<file path="src/sv/tcw_ram.sv">
// Generic single-write, single-read memory with registered read data.
module tcw_ram #(
    parameter int DEPTH = 64,
    parameter int WIDTH = 64
) (
    input  logic                     i_clk,
    input  logic                     i_we,
    input  logic [$clog2(DEPTH)-1:0] i_waddr,
    input  logic [WIDTH-1:0]         i_wdata,
    input  logic                     i_re,
    input  logic [$clog2(DEPTH)-1:0] i_raddr,
    output logic [WIDTH-1:0]         o_rdata
);

    logic [WIDTH-1:0] r_mem [DEPTH];
    logic [WIDTH-1:0] r_rdata;

    // Write port
    always_ff @(posedge i_clk) begin
        if (i_we) begin
            r_mem[i_waddr] <= i_wdata;
        end
    end

    // Registered read port
    always_ff @(posedge i_clk) begin
        if (i_re) begin
            r_rdata <= r_mem[i_raddr];
        end
    end

    assign o_rdata = r_rdata;

endmodule

</file>
<file path="config.mk">
export PLATFORM = sky130hd
export DESIGN_NAME = tcw_ram
export DESIGN_NICKNAME = d
export VERILOG_FILES = /design/src/sv/tcw_ram.sv
export SDC_FILE = /design/constraint.sdc
export NUM_CORES = 2
export LEC_CHECK = 0
export BUFFER_PORTS_ARGS = -buffer_cell sky130_fd_sc_hd__buf_4
export CAP_MARGIN = 20
export CORE_MARGIN = 2
export CORE_UTILIZATION = 45
export DETAILED_ROUTE_END_ITERATION = 16
export SYNTH_ARGS = -nofsm -noshare
export SYNTH_HDL_FRONTEND = slang
export SYNTH_SLANG_ARGS = --single-unit
</file>
<file path="constraint.sdc">
create_clock -name i_clk -period 7.8 [get_ports i_clk]
set_clock_uncertainty 0.1 [all_clocks]
set_input_delay 1.56 -clock i_clk [delete_from_list [all_inputs] [get_ports i_clk]]
set_output_delay 1.56 -clock i_clk [all_outputs]
set_load 0.01 [all_outputs]
</file>
==> results.json <==
{
  "drc": 0,
  "hold_viol": 0,
  "cts.sinks": 4160,
  "synth_cell_types": 32,
  "synth_warnings": 0,
  "grt_pass1_vias": 75809,
  "die_h_um": 595,
  "setup_tns_ns": 0,
  "die_area_um2": 354000,
  "place_ws_ns": 2.62,
  "first_pass_iters": 6,
  "die_w_um": 595,
  "final_cell_mix": "4160 x edfxtp_1, 1024 x mux4_2, 424 x clkbuf_16",
  "area_growth_pct": 13.3,
  "postCtsResizedCells": 0,
  "h-tree-depth": 5,
  "grt_max_degree": 120,
  "start_util_pct": 45.3,
  "ctsHoldBuffers": 0,
  "period_minus_slack_ns": 4.16,
  "antenna_found_initial": 24,
  "crit_arrival_ns": 4.72,
  "netlist_instances": 6598,
  "peakVddDrop_uv": 269,
  "cts-root-buf": "clkbuf_16",
  "drive_gt1_share_pct": 27.6,
  "critical_path_class": "in -> reg",
  "io_pins": 143,
  "r2r_cells": 5,
  "dr_total_vias": 76347,
  "period_share_pct": 53.4,
  "power_density_nw_per_um2": 260,
  "worst_pin_slew_ns": 1.21,
  "ys_seq_area_share_pct": 79.6,
  "io_buffer_count": 142,
  "routed_wl_mm": 447,
  "path_max_fanout": 53,
  "drt-wirelength-per-cell_um": 37.5,
  "hpwl_mm": 233,
  "avgViaCountPerCell": 6.40,
  "cts_buffers": 415,
  "synth_area_um2": 157000,
  "rsz0062_at_grt": "no",
  "clock_latency_ns": 1.00,
  "ant_nets": 0,
  "setup_viol": 0,
  "fmax_ghz": 0.240,
  "cts_tree": "built",
  "avgSynthCellArea_um2": 23.8,
  "gp_congestion": 0.777,
  "hold_depth": 4,
  "drv_slew": 0,
  "cap_violations": 0,
  "rows": 216,
  "netlist.area_leader.share_pct": 79.6,
  "worst_slack_ns": 3.64,
  "clock_path_buffers": 4,
  "finalPower_uw": 46300,
  "synth_area_leaders": "edfxtp_1 80%, mux4_2 15%, mux2i_1 0.86%, a22oi_1 0.80%, buf_2 0.54%",
  "drt_iter0_drc": 10770,
  "mostFrequentLayoutCell": "edfxtp_1",
  "power.leakage_uw": 0.0550,
  "cts_setup_buffers": 0,
  "final_nets": 7079,
  "worstSetupEndpointType": "flop",
  "yosysTopAreaCell": "edfxtp_1",
  "cts.clk_slew.worst_paths_ns": 0.06,
  "core_area_um2": 347000,
  "hp-class": "reg -> reg",
  "status": "finished clean",
  "synth-seq-cells": 4160,
  "grt_usage_pct": 25.0,
  "startpoint_type": "input pin",
  "critPathRequiredTime_ns": 8.36,
  "grt_pass1_wl_mm": 615,
  "syn_nets": 6677,
  "slew_headroom_pct": 19.4,
  "grt-ovfl-total": 0
}
## synth_stat cells
| cell type | n |
|---|---|
| nor2b_1 | 28 |
| o22ai_1 | 83 |
| edfxtp_1 | 4160 |
| buf_1 | 20 |
| a31oi_1 | 18 |
| nand2_1 | 58 |
| nand4_1 | 2 |
| or3_1 | 29 |
| a22oi_1 | 168 |
| clkbuf_1 | 140 |
| or3b_2 | 1 |
| nand3b_1 | 2 |
| and3_1 | 64 |
| nand4b_1 | 1 |
| a41oi_1 | 26 |
| nand2b_1 | 11 |
| inv_1 | 19 |
| and2_1 | 3 |
| a211oi_1 | 63 |
| nor2_1 | 112 |
| mux2i_1 | 135 |
| buf_2 | 170 |
| a22o_1 | 88 |
| nor3_1 | 2 |
| a31o_1 | 1 |
| buf_6 | 6 |
| a2bb2oi_1 | 19 |
| buf_4 | 34 |
| o221ai_1 | 38 |
| mux4_2 | 1024 |
| nand3_1 | 45 |
| or2_2 | 28 |
## where the power goes
group | switching, uW | leakage (uW) | total, uW | internal [uW]
logic | 1320 | 0.0112 | 2100 | 783
clock network | 8340 | 0.00633 | 19300 | 11000
registers | 95.6 | 0.0375 | 24900 | 24800
total | 9750 | 0.0550 | 46300 | 36600
## registers in the layout, indices dropped and copies added, names as in the netlist
register  count
r_mem      4096
o_rdata      64
## through the flow
stage | instances | instance area (um^2) | util, % | hold slack [ns]
5_1_grt | 11913 | 178000 | 51.3 | 0.842
3_3_place_gp | 11155 | 165000 | 47.5 | 0.809
2_1_floorplan | 6598 | 157000 | - | 0.765
6_report | 11930 | 178000 | 51.3 | 0.808
3_5_place_dp | 11161 | 165000 | 47.5 | 0.804
4_1_cts | 11908 | 178000 | 51.3 | 0.809
## per-layer routing
metal / GRT usage (%) / vias up / part of all wire (%)
met4: 7.01 / 4 / 3.0
met1: 35.0 / 42301 / 40
li1: - / 29385 / -
met5: 0 / - / 0.0051
met2: 40.8 / 3973 / 49
met3: 4.18 / 684 / 8.4
## kinds of logic (layout without fill, tap and decap cells)
| logic type | Yosys count | after routing | share of synthesized area (%) |
|---|---|---|---|
| mux | 1159 | 1159 | 15.6 |
| compound gates | 504 | 504 | 2.47 |
| simple gates | 386 | 386 | 1.23 |
| other cells | 0 | 22 | 0 |
| flops | 4160 | 4160 | 79.6 |
| buf+inv | 389 | 1121 | 1.18 |
## final timing paths
| check | startpoint | to | slack (ns) |
|---|---|---|---|
| setup reg to reg | r_mem[12][26] | o_rdata[26] | 5.54 |
| hold reg to reg | r_mem[54][46] | o_rdata[46] | 0.81 |
| setup / recovery | i_raddr[2] | o_rdata[3] | 3.64 |
| hold / removal | r_mem[54][46] | o_rdata[46] | 0.81 |
## critical path, cell delays in order
cell and delay [ns]:
buf_8 0.38, nor2b_4 0.31, buf_4 0.71, buf_4 0.56, a22oi_1 0.14, and3_1 0.23
a211oi_1 0.69
## layout make-up
class	count	area, um^2
clock buffer	512	10900
sequential	4160	125000
antenna	22	55.1
tap	4578	5730
fill	26690	169000
inverter	19	71.3
multi-input combinational	2049	30800
timing repair buffer	355	3300
clock inverter	235	2050
(Power assumes the default switching activity.)
