===== src/sv/tcw_pkg.sv =====
// Shared constants, types and state encoding for the transitive closure block.
package tcw_pkg;

    // Graph size and field widths
    localparam int NODES  = 64;
    localparam int IDX_W  = 6;
    localparam int ROW_W  = 64;
    localparam int ADDR_W = $clog2(NODES);

    localparam logic [IDX_W-1:0] NODE_COUNT_RST = IDX_W'(63);
    localparam logic [IDX_W-1:0] TOP_LIMIT      = IDX_W'(NODES - 1);

    // Sequencer states
    typedef enum logic [2:0] {
        ST_LOAD,
        ST_PIV_RD,
        ST_PIV_LAT,
        ST_SWEEP,
        ST_EMIT_RD,
        ST_EMIT_WAIT
    } t_state;

    // Sequencer to datapath controls
    typedef struct packed {
        logic             in_ready;
        logic             rd_en;
        logic [IDX_W-1:0] rd_row;
        logic             piv_load;
        logic             sweep_wr;
        logic [IDX_W-1:0] pivot;
        logic [IDX_W-1:0] row;
        logic             emit_load;
        logic             emit_last;
    } t_seq_ctl;

endpackage


===== src/sv/tcw_seq.sv =====
// Sequencer: walks load, pivot/row closure sweeps and row output.
module tcw_seq (
    input  logic                  i_clk,
    input  logic                  i_rst_n,
    input  logic                  i_in_xfer,
    input  logic                  i_last_row,
    input  logic [tcw_pkg::IDX_W-1:0] i_top,
    input  logic                  i_out_free,
    output tcw_pkg::t_seq_ctl     o_ctl
);

    import tcw_pkg::*;

    t_state           r_state, n_state;
    logic [IDX_W-1:0] r_k, n_k;
    logic [IDX_W-1:0] r_i, n_i;

    // Next state and counters
    always_comb begin
        n_state = r_state;
        n_k     = r_k;
        n_i     = r_i;
        case (r_state)
            ST_LOAD: begin
                if (i_in_xfer && i_last_row) begin
                    n_state = ST_PIV_RD;
                    n_k     = '0;
                end
            end
            ST_PIV_RD: begin
                n_state = ST_PIV_LAT;
            end
            ST_PIV_LAT: begin
                n_state = ST_SWEEP;
                n_i     = '0;
            end
            ST_SWEEP: begin
                if (r_i == i_top) begin
                    if (r_k == i_top) begin
                        n_state = ST_EMIT_RD;
                        n_i     = '0;
                    end else begin
                        n_state = ST_PIV_RD;
                        n_k     = r_k + 1'b1;
                    end
                end else begin
                    n_i = r_i + 1'b1;
                end
            end
            ST_EMIT_RD: begin
                if (i_out_free) begin
                    n_state = ST_EMIT_WAIT;
                end
            end
            ST_EMIT_WAIT: begin
                if (r_i == i_top) begin
                    n_state = ST_LOAD;
                end else begin
                    n_state = ST_EMIT_RD;
                    n_i     = r_i + 1'b1;
                end
            end
            default: begin
                n_state = ST_LOAD;
            end
        endcase
    end

    // Control outputs
    always_comb begin
        o_ctl           = '0;
        o_ctl.pivot     = r_k;
        o_ctl.row       = r_i;
        o_ctl.emit_last = (r_i == i_top);
        case (r_state)
            ST_LOAD: begin
                o_ctl.in_ready = 1'b1;
            end
            ST_PIV_RD: begin
                o_ctl.rd_en  = 1'b1;
                o_ctl.rd_row = r_k;
            end
            ST_PIV_LAT: begin
                o_ctl.piv_load = 1'b1;
                o_ctl.rd_en    = 1'b1;
                o_ctl.rd_row   = '0;
            end
            ST_SWEEP: begin
                o_ctl.sweep_wr = 1'b1;
                o_ctl.rd_en    = (r_i != i_top);
                o_ctl.rd_row   = r_i + 1'b1;
            end
            ST_EMIT_RD: begin
                o_ctl.rd_en  = i_out_free;
                o_ctl.rd_row = r_i;
            end
            ST_EMIT_WAIT: begin
                o_ctl.emit_load = 1'b1;
            end
            default: begin
                o_ctl.in_ready = 1'b0;
            end
        endcase
    end

    // State registers
    always_ff @(posedge i_clk) begin
        if (!i_rst_n) begin
            r_state <= ST_LOAD;
            r_k     <= '0;
            r_i     <= '0;
        end else begin
            r_state <= n_state;
            r_k     <= n_k;
            r_i     <= n_i;
        end
    end

endmodule


===== config.mk =====
export PLATFORM = sky130hd
export DESIGN_NAME = tcw_seq
export DESIGN_NICKNAME = d
export VERILOG_FILES = /design/src/sv/tcw_pkg.sv /design/src/sv/tcw_seq.sv
export SDC_FILE = /design/constraint.sdc
export NUM_CORES = 1
export LEC_CHECK = 0
export BUFFER_PORTS_ARGS = -buffer_cell sky130_fd_sc_hd__buf_2
export CORE_ASPECT_RATIO = 0.8
export CORE_UTILIZATION = 55
export DETAILED_ROUTE_END_ITERATION = 6
export PLACE_DENSITY = 0.87
export REMOVE_ABC_BUFFERS = 1
export SLEW_MARGIN = 25
export SYNTH_ARGS = -nofsm -noshare
export SYNTH_HDL_FRONTEND = slang
export SYNTH_SLANG_ARGS = --single-unit

===== constraint.sdc =====
create_clock -name i_clk -period 3.8 [get_ports i_clk]
set_input_delay 0.38 -clock i_clk [delete_from_list [all_inputs] [get_ports i_clk]]
set_output_delay 0.38 -clock i_clk [all_outputs]
set_load 0.05 [all_outputs]

==> key figures, run 1 <==
Layout
  • Nets: 204
  • Sequential cell area: 300 um2
  • Area of the multi-input gates: 885 um2
  • Antenna Cells: 0
  • Layout area overhead: 11.4%
  • Utilization after layout: 0.661
  • Fillers: 195
  • Layout cells sized above 1: 0.237

Pwr
  • Leak: 0.612 nW
  • Peak VDD IR: 523 uV
  • Pwr dens: 503 nW/um2

Synthesis
  • Sequential share of the synthesized area: 0.233
  • FF+latch count, synth: 15
  • Top post-synthesis cells by count: dfxtp_1 (15), nand2_1 (13), nand3_1 (13)
  • Synth Flop Type: dfxtp_1
  • Most common cell in the netlist: dfxtp_1
  • Syn Area/Cell: 7.78 um2
  • Unique masters post-synth: 48
  • Post-synth EDFFs: 0
  • Post-synth top area cell: dfxtp_1
  • Largest cells by area after synthesis: dfxtp_1 (23%), xnor2_1 (6.8%), nand3_1 (5.0%)
  • Synthesis Warnings: 0
  • Mapped Area: 1290 um2
  • Fraction of registers with async set or reset after synthesis: 0
  • Syn Inst Count: 166
  • Yosys top cell area share: 0.233

Floorplan
  • Top Ports: 35
  • Die Area: 2550 um2
  • Rows: 15
  • Core area: 2180 um2
  • Chip Height: 45.3 um
  • Starting Density: 0.593
  • Die width: 56.2 um

Timing
  • Worst slew pin tran: 779 ps
  • Final setup fails: 0
  • Worst Skew: 5.67 ps
  • Fin crit share: 0.796
  • Sum Neg Setup Slack: 0 ps
  • Max transition margin: 0.480
  • Final min period: 3020 ps
  • RSZ-0062 raised after global routing: no
  • Peak Freq: 0.331 GHz
  • Slew Viols, Final: 0
  • Hold Vio Cnt, Final: 0

Detailed routing
  • Highest Signal Layer: met4
  • DRT iter0 DRCs: 99
  • Vias per std cell: 6.62
  • DRC: 0
  • Detail Route met3 WL: 312 um
  • Final ANT Viol Nets: 0
  • Via total after detailed routing: 1424
  • Metal-1 WL: 1.54 mm
  • Routed WL per cell: 16.8 um
  • DR pass1 iterations: 4
  • DRT Wirelength: 3.61 mm
  • Met2 routed WL: 1.68 mm

Setup path
  • Crit path DAT: 2640 ps
  • Crit. End Element: output port
  • Crit-path cells: nor2b_1 > nand2_1 > inv_1 > nand2_1 > o21ai_0 > buf_2
  • CP bufs+invs: 2
  • Worst Path Required: 3420 ps
  • Setup CP Type: flip-flop to output port
  • CP max FO: 14
  • Crit. Startpoint: r_state[0]
  • Crit path largest cell delay: 580 ps
  • Critical path startpoint category: flip-flop
  • CP max-delay cell: dfxtp_1
  • Critical Path Most Common Cell: nand2_1
  • RR Startpoint: r_state[0]
  • CP top delay family: simple AND/OR/NAND/NOR gates

CTS
  • Clock latency on the worst-skew pair: 300 ps
  • CTS Hold Buffers Added: 0
  • Clock Tree Buf Depth: 2
  • Clock root buffer: clkbuf_4
  • CTS Sinks: 15
  • Worst-path clk slew: 100 ps
  • Post-CTS Setup Bufs: 0
  • CTS buffer count: 3
  • Gates resized, CTS repair: 0
  • H-tree Lvls: 1
  • Clock tree from TritonCTS: built

GRT
  • Vias in the first global route: 1274
  • First-pass GRT wire length: 5.88 mm
  • Initial antenna violation count: 0
  • Gr usage total: 0.299
  • Largest net degree at the start of global routing: 25
  • Total congestion overflow: 0

Placement
  • IO Port Bufs: 34
  • Routability cong.: 0.890
  • Final HPWL DP: 2.65 mm

Outcome
  • Outcome: complete, no violations

Hold path
  • Hold Crit Class: input port to flip-flop
  • Hold Crit Start: i_rst_n

Flow run
  • Max-Cap Viols: 0
==> logic make-up after synthesis <==
| group | after synthesis | share of synthesized area |
|---|---|---|
| AO/OA/AOI/OAI | 54 | 0.308 |
| XOR/XNOR | 16 | 0.109 |
| adder cells (fa/ha/maj) | 2 | 0.0194 |
| buffers and inverters | 21 | 0.0824 |
| flip-flops | 15 | 0.233 |
| multiplexers | 1 | 0.00775 |
| AND/OR/NAND/NOR | 57 | 0.241 |
==> cells in the final DEF, fill, tap and decap left out, types with 3 or more instances in the layout <==
| cell | synthesis | final |
|---|---|---|
| a31oi_1 | 5 | 5 |
| a21oi_1 | 11 | 11 |
| xor2_1 | 6 | 6 |
| nand4_1 | 3 | 3 |
| o31ai_1 | 3 | 3 |
| a22oi_1 | 7 | 7 |
| nor2_1 | 8 | 8 |
| o22ai_1 | 3 | 3 |
| o21ai_0 | 3 | 3 |
| clkbuf_4 | 0 | 3 |
| nand2_1 | 13 | 13 |
| buf_2 | 4 | 34 |
| a22o_1 | 3 | 3 |
| o211ai_1 | 5 | 5 |
| inv_1 | 7 | 7 |
| nor2b_1 | 3 | 3 |
| xnor2_1 | 10 | 10 |
| dfxtp_1 | 15 | 15 |
| nand3_1 | 13 | 13 |
==> cell type report <==
class / count / share of cell area
multi-input cells: 130 / 0.615
clock buffers: 4 / 0.0183
inverters: 7 / 0.0183
flip-flops and latches: 15 / 0.209
well taps: 25 / 0.0217
repair buffers: 34 / 0.118
==> layer usage <==
metal / vias up / GRT usage
met1: 665 / 0.378
met5: - / 0
met4: 0 / 0.127
met3: 10 / 0.0688
li1: 668 / -
met2: 81 / 0.502
==> final timing paths <==
path | slack [ps] | to | cells past startpoint
setup / recovery | 780 | o_ctl[21] | 6
hold / removal | 400 | r_state[0] | 3
setup reg to reg | 1390 | r_state[2] | 5
hold reg to reg | 590 | r_i[5] | 2
==> power by group <==
| part | total (mW) | internal, mW | switching [mW] |
|---|---|---|---|
| Clock | 0.101 | 0.0409 | 0.0596 |
| Combinational | 0.395 | 0.124 | 0.271 |
| Sequential | 0.229 | 0.171 | 0.0576 |
| Total | 0.724 | 0.336 | 0.388 |
==> through the flow <==
stage	hold slack, ps	total power [mW]	cells	setup WS, ps	cell area [um2]
final	400	0.724	215	777	1440
after global routing	440	0.767	215	597	1440
after CTS	397	0.715	215	849	1440
after detailed placement	565	0.617	211	1220	1410
after global placement	550	0.599	211	1430	1410
after floorplan	508	0.524	152	1180	1210
==> worst reg2reg max path, stage by stage (launching register included) <==
cell and delay, ps:
dfxtp_1 580, nor2b_1 560, nand2_1 310, o31ai_1 390, o21ai_1 130, a2111oi_2 360
==> flip-flops by register name, indices dropped and copies added (netlist names) <==
name and cells:
r_state 3, r_k 6, r_i 6
Power figures use the tool's default switching activity.
==> run 2: changes to the inputs <==
- CORE_UTILIZATION: 55 -> 47
- PLACE_DENSITY: 0.87 -> 0.8
- clock period: 3.8 -> 2.6 ns (I/O delays scaled with it)
==> key figures, run 2 (synthesis results as in run 1) <==
GRT
  • Gr usage total: 0.256 (-0.0432)
  • Largest net degree at the start of global routing: 16 (-36%)
  • Total congestion overflow: 0 (unchanged)
  • First-pass GRT wire length: 5.82 mm (-1.1%)
  • Vias in the first global route: 1260 (-1.1%)
  • Initial antenna violation count: 0 (unchanged)

Setup path
  • Crit-path cells: xor2_1 > nor4_4 > nand3_1 > mux2i_1 > o32ai_1 > buf_2
  • CP max-delay cell: dfxtp_1
  • Critical path startpoint category: flip-flop
  • Crit. End Element: output port
  • Crit path DAT: 2090 ps (-550 ps)
  • CP top delay family: simple AND/OR/NAND/NOR gates
  • Setup CP Type: flip-flop to output port
  • CP max FO: 8 (-6)
  • Crit path largest cell delay: 520 ps (-60 ps)
  • Worst Path Required: 2340 ps (-1080 ps)
  • CP bufs+invs: 1 (-1)

CTS
  • CTS Sinks: 15 (unchanged)
  • Clock Tree Buf Depth: 2 (unchanged)
  • CTS Hold Buffers Added: 0 (unchanged)
  • Clock tree from TritonCTS: built
  • Worst-path clk slew: 100 ps (about the same)
  • Gates resized, CTS repair: 0 (unchanged)
  • Clock root buffer: clkbuf_4
  • Post-CTS Setup Bufs: 0 (unchanged)
  • Clock latency on the worst-skew pair: 290 ps (about the same)
  • H-tree Lvls: 1 (unchanged)
  • CTS buffer count: 3 (unchanged)

Layout
  • Antenna Cells: 0 (unchanged)
  • Non-Filler Instances: 229 (+6.5%)
  • Most frequent cells in the layout: buf_2 (34), dfxtp_1 (15), nand2_1 (13), nand3_1 (13), a21oi_1 (11)
  • Utilization after layout: 0.585 (-0.0756)
  • Commonest non-fill, non-tap cell in the layout: buf_2
  • Nets: 207 (+1.5%)
  • Biggest regs: r_i: 6 flops, r_k: 6 flops, r_state: 3 flops
  • Layout cells sized above 1: 0.254 (+0.0170)
  • Layout area overhead: 14.3%

Timing
  • Hold Vio Cnt, Final: 0 (unchanged)
  • Final setup fails: 0 (unchanged)
  • Worst Skew: 1.12 ps (-4.55 ps)
  • Max transition margin: 0.525 (+0.0447)
  • Worst slew pin tran: 710 ps (-69.3 ps)
  • RSZ-0062 raised after global routing: no
  • Hold Slack: 322 ps (-78.4 ps)
  • Slew Viols, Final: 0 (unchanged)
  • Peak Freq: 0.425 GHz
  • Final min period: 2350 ps
  • Fin crit share: 0.905
  • Sum Neg Setup Slack: 0 ps (unchanged)

Pwr
  • Internal Power: 0.514 mW (+53%)
  • Switching power: 0.559 mW (+44%)
  • Leak: 0.631 nW (+3.0%)
  • Clk pwr share: 0.130 (-0.009)
  • Peak VDD IR: 391 uV (-25%)
  • Sequential share of power: 0.272 (-0.044)
  • Comb power frac: 0.599 (+0.053)
  • Switching Fraction: 0.521 (-0.0152)
  • Pwr dens: 727 nW/um2 (+44%)

Placement
  • Cells after DPL: 225 (+6.6%)
  • Final HPWL DP: 2.62 mm (-0.90%)
  • Routability cong.: 0.896 (+0.70%)
  • IO Port Bufs: 34 (unchanged)

Floorplan
  • Die Area: 2960 um2 (+16%)
  • Starting Density: 0.512 (-0.0812)
  • Chip Height: 48.9 um (+7.8%)
  • Core area: 2520 um2 (+16%)
  • Rows: 16 (+1)
  • Die width: 60.6 um (+7.9%)
  • Top Ports: 35 (unchanged)

Detailed routing
  • DRT Wirelength: 3.54 mm (-2.0%)
  • Final ANT Viol Nets: 0 (unchanged)
  • DRC: 0 (unchanged)
  • Routed WL per cell: 15.5 um (-8.0%)
  • Vias per std cell: 6.07 (-8.4%)
  • DRT iter0 DRCs: 74 (-25%)
  • Via total after detailed routing: 1390 (-2.4%)
  • DR pass1 iterations: 4 (unchanged)

Hold path
  • Hold Crit Class: input port to flip-flop

Outcome
  • Outcome: complete, no violations

Flow run
  • Max-Cap Viols: 0 (unchanged)
-- run 2: cell types whose count changed in the layout (fill, tap and decap cells not counted), sizes merged --
cell / before / now
clkbuf: 4 / 3
buf: 34 / 37
clkinv: 0 / 1
-- run 2: through the flow --
step	total power [mW]	instance area (um2)	setup WS (ps)
3_3_place_gp	0.921	1450	672
2_1_floorplan	0.766	1210	103
4_1_cts	1.07	1480	270
3_5_place_dp	0.928	1450	609
5_1_grt	1.15	1480	130
6_report	1.07	1480	247
-- run 2: layout make-up --
type | count | area, um2
Fill cell | 265 | 1050
Multi-Input combinational cell | 130 | 885
Sequential cell | 15 | 300
Timing Repair Buffer | 37 | 193
Tap cell | 36 | 45.0
Inverter | 7 | 26.3
Clock buffer | 3 | 22.5
Clock inverter | 1 | 5.00
-- run 2: power by group through the flow --
stage / Sequential (mW) / Clock, mW / Combinational [mW]
4_1_cts: 0.290 / 0.142 / 0.634
3_3_place_gp: 0.294 / 0 / 0.628
3_5_place_dp: 0.295 / 0 / 0.633
5_1_grt: 0.299 / 0.156 / 0.695
6_report: 0.291 / 0.139 / 0.642
2_1_floorplan: 0.320 / 0 / 0.445
-- run 2: final timing paths --
| check | startpoint | endpoint | slack (ps) | cells past startpoint |
|---|---|---|---|---|
| worst min-delay path | i_rst_n | r_state[0] | 320 | 3 |
| worst max-delay path | r_i[3] | o_ctl[22] | 250 | 6 |
| worst max register to register | r_state[1] | r_i[3] | 580 | 6 |
| worst min register to register | r_i[1] | r_i[1] | 590 | 2 |
-- run 2: worst reg2reg max path: stages, from the launching register on --
cell     delay [ps]
dfxtp_1         540
buf_4           270
or2_2           140
nand3_1          60
a31oi_1         540
a22oi_1         140
o22ai_1         250
-- run 2: per-layer routing --
metal  GRT usage  part of all wire
met1       0.328              0.43
met2       0.390              0.46
met3       0.101             0.094
met4      0.0795             0.016
met5           0                 0
==> run 3: changes to the inputs <==
==> constraint.sdc (replaced) <==
create_clock -name i_clk -period 2.6 [get_ports i_clk]
set_input_delay 0.52 -clock i_clk [delete_from_list [all_inputs] [get_ports i_clk]]
set_output_delay 0.52 -clock i_clk [all_outputs]
set_load 0.05 [all_outputs]
==> key figures, run 3 (synthesis results as in run 1) <==
Flow run
  • Max-Cap Viols: 0 (unchanged)

GRT
  • Gr usage total: 0.271 (+0.0148)
  • Total congestion overflow: 0 (unchanged)
  • Initial antenna violation count: 0 (unchanged)
  • Largest net degree at the start of global routing: 17 (+1)
  • Vias in the first global route: 1344 (+6.7%)
  • First-pass GRT wire length: 6.11 mm (+5.1%)

CTS
  • Clock tree from TritonCTS: built
  • CTS Sinks: 15 (unchanged)
  • Clock latency on the worst-skew pair: 290 ps (about the same)
  • Clock Tree Buf Depth: 2 (unchanged)
  • Post-CTS Setup Bufs: 0 (unchanged)
  • Worst-path clk slew: 90 ps (about the same)
  • CTS Hold Buffers Added: 0 (unchanged)
  • CTS buffer count: 3 (unchanged)
  • Gates resized, CTS repair: 0 (unchanged)
  • Clock root buffer: clkbuf_4
  • H-tree Lvls: 1 (unchanged)

Detailed routing
  • DR pass1 iterations: 4 (unchanged)
  • Routed WL per cell: 15.3 um (-0.74%)
  • Final ANT Viol Nets: 0 (unchanged)
  • DRT iter0 DRCs: 83 (+12%)
  • Via total after detailed routing: 1439 (+3.5%)
  • Vias per std cell: 6.12 (+0.88%)
  • DRT Wirelength: 3.61 mm (+1.9%)
  • DRC: 0 (unchanged)

Timing
  • Fin crit share: 0.934 (+0.0288)
  • Hold Slack: 560 ps (+238 ps)
  • Hold Vio Cnt, Final: 0 (unchanged)
  • RSZ-0062 raised after global routing: no
  • Peak Freq: 0.412 GHz (-3.1%)
  • Worst Skew: 6.50 ps (+5.38 ps)
  • Worst slew pin tran: 653 ps (-57.3 ps)
  • Final setup fails: 0 (unchanged)
  • Final worst setup slack: 172 ps (-74.9 ps)
  • Slew Viols, Final: 0 (unchanged)
  • Sum Neg Setup Slack: 0 ps (unchanged)
  • Max transition margin: 0.563 (+0.0384)
  • Final min period: 2430 ps (+74.9 ps)

Setup path
  • Worst Reg-to-Reg Cells: 6 (unchanged)
  • Setup CP Type: flip-flop to output port
  • Crit. Startpoint: r_state[2]
  • Crit path DAT: 1910 ps (-180 ps)
  • Worst Path Required: 2080 ps (-260 ps)
  • Critical path startpoint category: flip-flop
  • CP max FO: 14 (+6)
  • Worst r2r dst: r_i[1]
  • RR Startpoint: r_i[2]
  • Worst Setup EP: o_ctl[19]
  • Crit. End Element: output port
  • Reg2reg setup slack: 600 ps (+20 ps)

Placement
  • Final HPWL DP: 2.66 mm (+1.2%)
  • Routability cong.: 0.884 (-1.3%)
  • Cells after DPL: 231 (+2.7%)
  • Placed Instance Area: 1490 um2 (+3.1%)
  • Post-Place Setup Slack: 327 ps (-282 ps)
  • IO Port Bufs: 34 (unchanged)

Layout
  • Nets: 213 (+2.9%)
  • Design Area, Final: 1520 um2 (+3.0%)
  • Most frequent cells in the layout: buf_2 (34), dfxtp_1 (15), nand2_1 (13), nand3_1 (13), a21oi_1 (11)
  • Area of the multi-input gates: 885 um2 (unchanged)
  • Sequential cell area: 300 um2 (unchanged)
  • Fillers: 242 (-8.7%)
  • Commonest non-fill, non-tap cell in the layout: buf_2
  • Antenna Cells: 0 (unchanged)
  • Utilization after layout: 0.603 (+0.0174)
  • Layout cells sized above 1: 0.271 (+0.0175)
  • Non-Filler Instances: 235 (+2.6%)
  • Biggest regs: r_i: 6 flops, r_k: 6 flops, r_state: 3 flops
  • Layout area overhead: 17.7%

Outcome
  • Outcome: complete, no violations

Floorplan
  • Chip Height: 48.9 um (unchanged)
  • Starting Density: 0.512 (unchanged)
  • Die Area: 2960 um2 (unchanged)
  • Core area: 2520 um2 (unchanged)
  • Rows: 16 (unchanged)
  • Die width: 60.6 um (unchanged)
  • Top Ports: 35 (unchanged)

Pwr
  • Pwr dens: 713 nW/um2 (-1.9%)
  • Peak VDD IR: 347 uV (-11%)
  • Tot Pwr: 1.08 mW (+0.97%)
  • Leak: 0.660 nW (+4.7%)

Hold path
  • WHS Path Cells: 3 (unchanged)
  • Hold Crit Class: input port to flip-flop
==> run 3: changes by cell type in the layout (fill, tap and decap cells not counted) <==
cell	previous run	this run
buf_4	3	9
clkbuf_1	0	1
clkinv_2	1	0
==> run 3: worst min path at each step <==
stage,start,end,slack (ps)
CTS,i_rst_n,r_state[0],550
finish,i_rst_n,r_state[0],560
floorplan,r_state[0],r_state[0],550
global route,i_rst_n,r_state[0],560
detailed placement,r_i[5],r_i[5],550
global placement,r_i[5],r_i[5],540
==> run 3: routing by layer <==
layer	vias up	GRT usage	wire length [um]
li1	687	-	-
met1	670	0.352	1520
met2	72	0.429	1730
met3	10	0.0637	302
met4	0	0.102	61
met5	-	0	0
==> run 3: cell type report <==
| cell class | instances | area share |
|---|---|---|
| Multi-Input combinational cell | 130 | 0.582 |
| Sequential cell | 15 | 0.198 |
| Timing Repair Buffer | 43 | 0.156 |
| Tap cell | 36 | 0.0296 |
| Clock buffer | 4 | 0.0173 |
| Inverter | 7 | 0.0173 |
==> run 3: where the power goes <==
part           switching [mW]  internal (mW)  leakage, nW
Sequential             0.0429          0.250        0.121
Clock                  0.0797         0.0598       0.0150
Combinational           0.438          0.214        0.524
==> run 3: critical path: stages (launching register included) <==
cell,delay (ps)
dfxtp_1,570
nor2b_1,370
nor2b_1,260
a22o_1,170
buf_2,250
